==> config.mk <==
export PLATFORM = sky130hd
export DESIGN_NAME = spq_cell
export DESIGN_NICKNAME = d
export VERILOG_FILES = /design/src/rtl/spq_pkg.sv /design/src/rtl/spq_cell.sv
export SDC_FILE = /design/constraint.sdc
export NUM_CORES = 1
export LEC_CHECK = 0
export BUFFER_PORTS_ARGS = -buffer_cell sky130_fd_sc_hd__clkbuf_2
export CAP_MARGIN = 30
export CORE_MARGIN = 2
export CORE_UTILIZATION = 48
export DETAILED_ROUTE_END_ITERATION = 8
export HOLD_SLACK_MARGIN = 0.05
export PLACE_DENSITY_LB_ADDON = 0.05
export RECOVER_POWER = 50
export SLEW_MARGIN = 10
export SYNTH_ARGS = -nofsm -noshare
export SYNTH_HDL_FRONTEND = slang
export SYNTH_SLANG_ARGS = --single-unit
==> constraint.sdc <==
create_clock -name clock -period 9 [get_ports clock]
set_input_delay 0.45 -clock clock [delete_from_list [all_inputs] [get_ports clock]]
set_output_delay 0.45 -clock clock [all_outputs]
set_load 0.03 [all_outputs]
==> src/rtl/spq_pkg.sv <==
// Shared types and codes for the sorted priority queue.
package spq_pkg;

   localparam int KEY_W    = 32;
   localparam int HANDLE_W = 16;
   localparam int OCC_W    = 9;
   localparam int STATUS_W = 2;

   localparam logic FUNC_INSERT = 1'b0;
   localparam logic FUNC_REMOVE = 1'b1;

   localparam logic [STATUS_W-1:0] STATUS_OK    = 2'd0;
   localparam logic [STATUS_W-1:0] STATUS_FULL  = 2'd1;
   localparam logic [STATUS_W-1:0] STATUS_EMPTY = 2'd2;

   typedef struct packed {
      logic                valid;
      logic [KEY_W-1:0]    key;
      logic [HANDLE_W-1:0] handle;
   } spq_entry_type;

   typedef struct packed {
      logic                ins;
      logic                rem;
      logic [KEY_W-1:0]    key;
      logic [HANDLE_W-1:0] handle;
   } spq_cmd_type;

endpackage

==> src/rtl/spq_cell.sv <==
// One slot of the sorted chain: holds a pair, shifts on insert and remove.
module spq_cell (
   input  logic                   clock,
   input  logic                   reset,
   input  spq_pkg::spq_cmd_type   cmd,
   input  spq_pkg::spq_entry_type left_entry,
   input  logic                   left_gt,
   input  spq_pkg::spq_entry_type right_entry,
   output spq_pkg::spq_entry_type cur_entry,
   output logic                   cur_gt
);
   import spq_pkg::*;

   logic                valid_ff;
   logic                valid_in;
   logic [KEY_W-1:0]    key_ff;
   logic [KEY_W-1:0]    key_in;
   logic [HANDLE_W-1:0] handle_ff;
   logic [HANDLE_W-1:0] handle_in;
   logic                take;

   // strictly greater: equal keys keep arrival order
   assign cur_gt = valid_ff && (key_ff > cmd.key);
   assign take   = cur_gt || (!valid_ff && left_entry.valid);

   assign cur_entry.valid  = valid_ff;
   assign cur_entry.key    = key_ff;
   assign cur_entry.handle = handle_ff;

   always_comb begin
      valid_in  = valid_ff;
      key_in    = key_ff;
      handle_in = handle_ff;
      if (cmd.rem) begin
         valid_in  = right_entry.valid;
         key_in    = right_entry.key;
         handle_in = right_entry.handle;
      end else if (cmd.ins && take) begin
         valid_in = 1'b1;
         if (left_gt) begin
            key_in    = left_entry.key;
            handle_in = left_entry.handle;
         end else begin
            key_in    = cmd.key;
            handle_in = cmd.handle;
         end
      end
   end

   always_ff @(posedge clock) begin
      if (reset) begin
         valid_ff <= 1'b0;
      end else begin
         valid_ff <= valid_in;
      end
      key_ff    <= key_in;
      handle_ff <= handle_in;
   end

endmodule

# [Word level (Yosys, flattened, before mapping)]
# Index checks and enable logic that the tools add are counted.
[op_classes] n_lt_le_gt_ge=1 mux=8 reduce_logical=6
[op_table] cell="$mux 32" n=3
[op_table] cell="$mux 16" n=3
[op_table] cell="$gt 32x32->1" n=1
[op_table] cell="$logic_and 1x1->1" n=3
[op_table] cell="$mux 1" n=2
[op_table] cell="$reduce_bool 2->1" n=1
[op_table] cell="$logic_not 1->1" n=1
[op_table] cell="$logic_or 1x1->1" n=1
[totals] register_bits=49 in_bits=151 output_inout_bits=50 elab_cells=18

# [Logic depth before layout (Yosys ltp)]
[depth] word_depth=6 ltp_mapped=7

# [Worst setup path before layout]
# OpenSTA, ideal clock, no wires.
[synth_timing] kind="register -> register" from="reg key_ff[14]" to="reg handle_ff[0] (enable)" t_arrival_ns=2.843 t_required_ns=8.294 path_slack_ns=5.451 path_stages_with_launch=7 n_path_buf=0 synth_period_minus_slack_ns=3.549 cell_sequence="edfxtp_1 > ha_1 > a21oi_2 > nand2_1 > a221o_1 > o311ai_1 > nand3_1"
[synth_via] elab_chain_len=5
[synth_rtl] element="from (decl)" line_no="spq_cell.sv:16" rtl="logic [KEY_W-1:0] key_ff;"
[synth_rtl] element="from (signal assigned)" line_no="spq_cell.sv:56" rtl="key_ff <= key_in;"
[synth_rtl] element="$gt 32x32->1" line_no="spq_cell.sv:23" rtl="assign cur_gt = valid_ff && (key_ff > cmd.key);"
[synth_rtl] element="$logic_and 1x1->1" line_no="spq_cell.sv:23"
[synth_rtl] element="$logic_or 1x1->1" line_no="spq_cell.sv:24" rtl="assign take = cur_gt || (!valid_ff && left_entry.valid);"
[synth_rtl] element="$logic_and 1x1->1" line_no="spq_cell.sv:38" rtl="end else if (cmd.ins && take) begin"
[synth_rtl] element="$reduce_bool 2->1 (no line)"
[synth_rtl] element="to (signal assigned)" line_no="spq_cell.sv:57" rtl="handle_ff <= handle_in;"
[synth_rtl] element="to (decl)" line_no="spq_cell.sv:18" rtl="logic [HANDLE_W-1:0] handle_ff;"
# Every way passes these cells.
# A chain may end at the register's enable or synchronous reset.

# [Worst setup path after layout]
[layout_timing] from="in cmd[48] in the netlist's numbering" to="reg key_ff[2], data pin"
[layout_via] elab_chain_len=1
[layout_rtl] element="from (decl)" line_no="spq_cell.sv:5" rtl="input spq_pkg::spq_cmd_type cmd,"
[layout_rtl] element="$mux 32" line_no="spq_cell.sv:34" rtl="if (cmd.rem) begin"
[layout_rtl] element="net key_in[2]" line_no="spq_cell.sv:17" rtl="logic [KEY_W-1:0] key_in;"
# The timed path passes the listed nets, and every way through them passes these cells.

==> out/metrics.cfg <==
[status]
status=complete, but fails checks
violations=max-capacitance violations, max-slew violations

[grt]
grt.total_usage=0.2108
grt_max_degree=99
antenna_found_initial=0
grt_pass1_vias=2808
gr-total-overflow=0
grt_pass1_wl_um=12510

[yosys]
ys_top_cells_by_area=edfxtp_1, mux2i_1, ha_1
avgSynthCellArea_sq_um=9.957
ys_types=32
synthCells=336
synth_ff_type=edfxtp_1
syn_nets=519
async_flop_share=0
ys_warn_count=0
ys_ff_latch=49
yosysTopAreaCell=edfxtp_1
synth.top_cell.area_share=0.4308
synth_area_sq_um=3346
synth_edf_count=48
ys_seq_area_frac=0.4368

[clock_tree]
cts_tree=yes
numCtsBuffers=5
cts-htree-levels=2
post_cts_buffers=0
ctsRootBufferMaster=clkbuf_8
cts_buffer_depth=2
cts-resized-gates=0
cts_sinks=49
cts_hold_buf=0
cts.clk_slew.worst_paths_ns=0.09
clk_latency_ns=0.30

[timing]
tns_ns=0
finClkSkew_ns=0.006738
drv_slew=99
rsz0062_at_grt=false
setup_viol=0
final-hold-violation-count=0
post-route-period-util=0.3937
fmax_ghz=0.2822
maxSlewHeadroom=-1.193
tightest_slew_ns=3.289
fin_crit_ns=3.543

[place]
port_buffers=200
dp_hpwl_um=6883
gp_congestion=0.8624

[drt]
via_per_inst=5.021
dr_total_vias=3058
drc=0
routedWlPerCell_um=13.72
firstDrtPassIters=4
routed_wl_um=8354
drt_iter0_markers=75
ant_nets=0

[critical_path]
worstPathRequired_ns=8.90
worst_ep_arrival_time_ns=3.44
rr_worst_depth=7
path_class=input port to register
crit_fanout=98
crit_top_cell=clkbuf_1
critPathTopFamily=buffers and inverters
cp.depth=3
slowest_stage=clkbuf_1
cp_num_buf_inv=2
start_kind=input port
critPathMaxStageDelay_ns=2.31
end_kind=register
worstPathCellList=clkbuf_1 > clkbuf_1 > o21ai_0

[final_layout]
multi_input_area_sq_um=1678
drive_gt1_frac=0.3081
fin_nets=711
antenna_cells=0
area.sequential_sq_um=1461
area_delta_synth_final_pct=31.56
fill_cells=616

[floorplanning]
rows=30
dieArea_sq_um=7654
fp.dieW_um=87.49
die_y_um=87.49
num_io_pins=201
core_area_sq_um=6756
start_util=0.4952

[hold_path]
min_path_cells=2
min_path_type=input port to register

[pwr]
power.density_nw_per_um2=137.1
peakVddDrop_uv=72.61
power_uw=603.6
leakage_uw=0.002229

[job]
maxCapViolCount=1

worst reg2reg max path, stage by stage, from the launching register on:
cell and delay [ns]:
edfxtp_1 0.41, ha_1 0.33, a21oi_1 0.14, o21ai_0 0.14, a221o_1 0.35, o311ai_1 0.33, nand3_2 0.47, buf_4 0.43
stage by stage:
| stage | worst slack [ns] | hold slack (ns) | utilization | instances | instance area (sq um) |
|---|---|---|---|---|---|
| 6_report | 5.457 | 0.2995 | 0.6515 | 609 | 4402 |
| 5_1_grt | 4.963 | 0.2991 | 0.6515 | 609 | 4402 |
| 4_1_cts | 6.061 | 0.2915 | 0.6613 | 609 | 4468 |
| 3_5_place_dp | 5.903 | 0.6142 | 0.6493 | 601 | 4387 |
| 3_3_place_gp | 5.948 | 0.6081 | 0.6493 | 601 | 4387 |
| 2_1_floorplan | 5.451 | 0.5224 | - | 336 | 3346 |
Yosys cell counts, drive strengths merged, types with 4 or more instances:
master and n:
nand2 52, o21ai 49, edfxtp 48, mux2i 48, inv 33, ha 32, a21oi 16, clkbuf 10
buf 8, nand4 8, nand3 6, a21o 4
logic make-up (layout without fill, tap and decap cells):
kind of cell	count (synthesis)	after routing	share of synthesized area
buffers and inverters	51	244	0.06320
DFF	49	49	0.4368
muxes	48	48	0.1436
adders and majority gates	32	32	0.1197
and+or+nand+nor	76	76	0.1002
AOI/OAI and AO/OA	80	80	0.1365
power breakdown:
group	total (uW)	switching [uW]	leakage [uW]	internal, uW
clock network	124	68.9	0.0000422	54.7
logic	191	120	0.00169	70.7
registers	289	10.1	0.000495	279
final cells by class:
class                      count  area share
clock buffer                   7     0.01734
tap                           80     0.02274
sequential                    49      0.3320
clock inverter                 1    0.001137
multi-input combinational    236      0.3812
inverter                      33     0.02814
timing repair buffer         203      0.2175
sequential cells by signal (all words and copies together) (netlist names):
name / flops
handle_ff: 16
key_ff: 32
valid_ff: 1
worst paths after layout:
check | start | end | slack, ns
setup / recovery | cmd[48] | key_ff[2] | 5.46
hold / removal | reset | valid_ff | 0.30
setup reg to reg | key_ff[7] | handle_ff[2] | 6.11
hold reg to reg | valid_ff | valid_ff | 0.66
layout by cell type (no fill, tap or decap), drive strengths merged, types with 2 or more instances in the layout:
cell type	instances
a21o	4
a21oi	16
buf	3
clkbuf	207
edfxtp	48
ha	32
inv	33
mux2i	48
nand2	52
nand3	6
nand4	8
nor2	3
nor4	3
o211ai	2
o21ai	49
o31ai	2
metal layers:
layer	wire length, um	GRT usage	part of all wire	up-vias
li1	-	-	-	1596
met1	3464	0.2638	0.41	1331
met2	4017	0.3485	0.48	121
met3	726	0.06540	0.087	10
met4	146	0.06573	0.017	0
met5	0	0	0	-
Note: power is estimated with default switching activity, not from simulation.
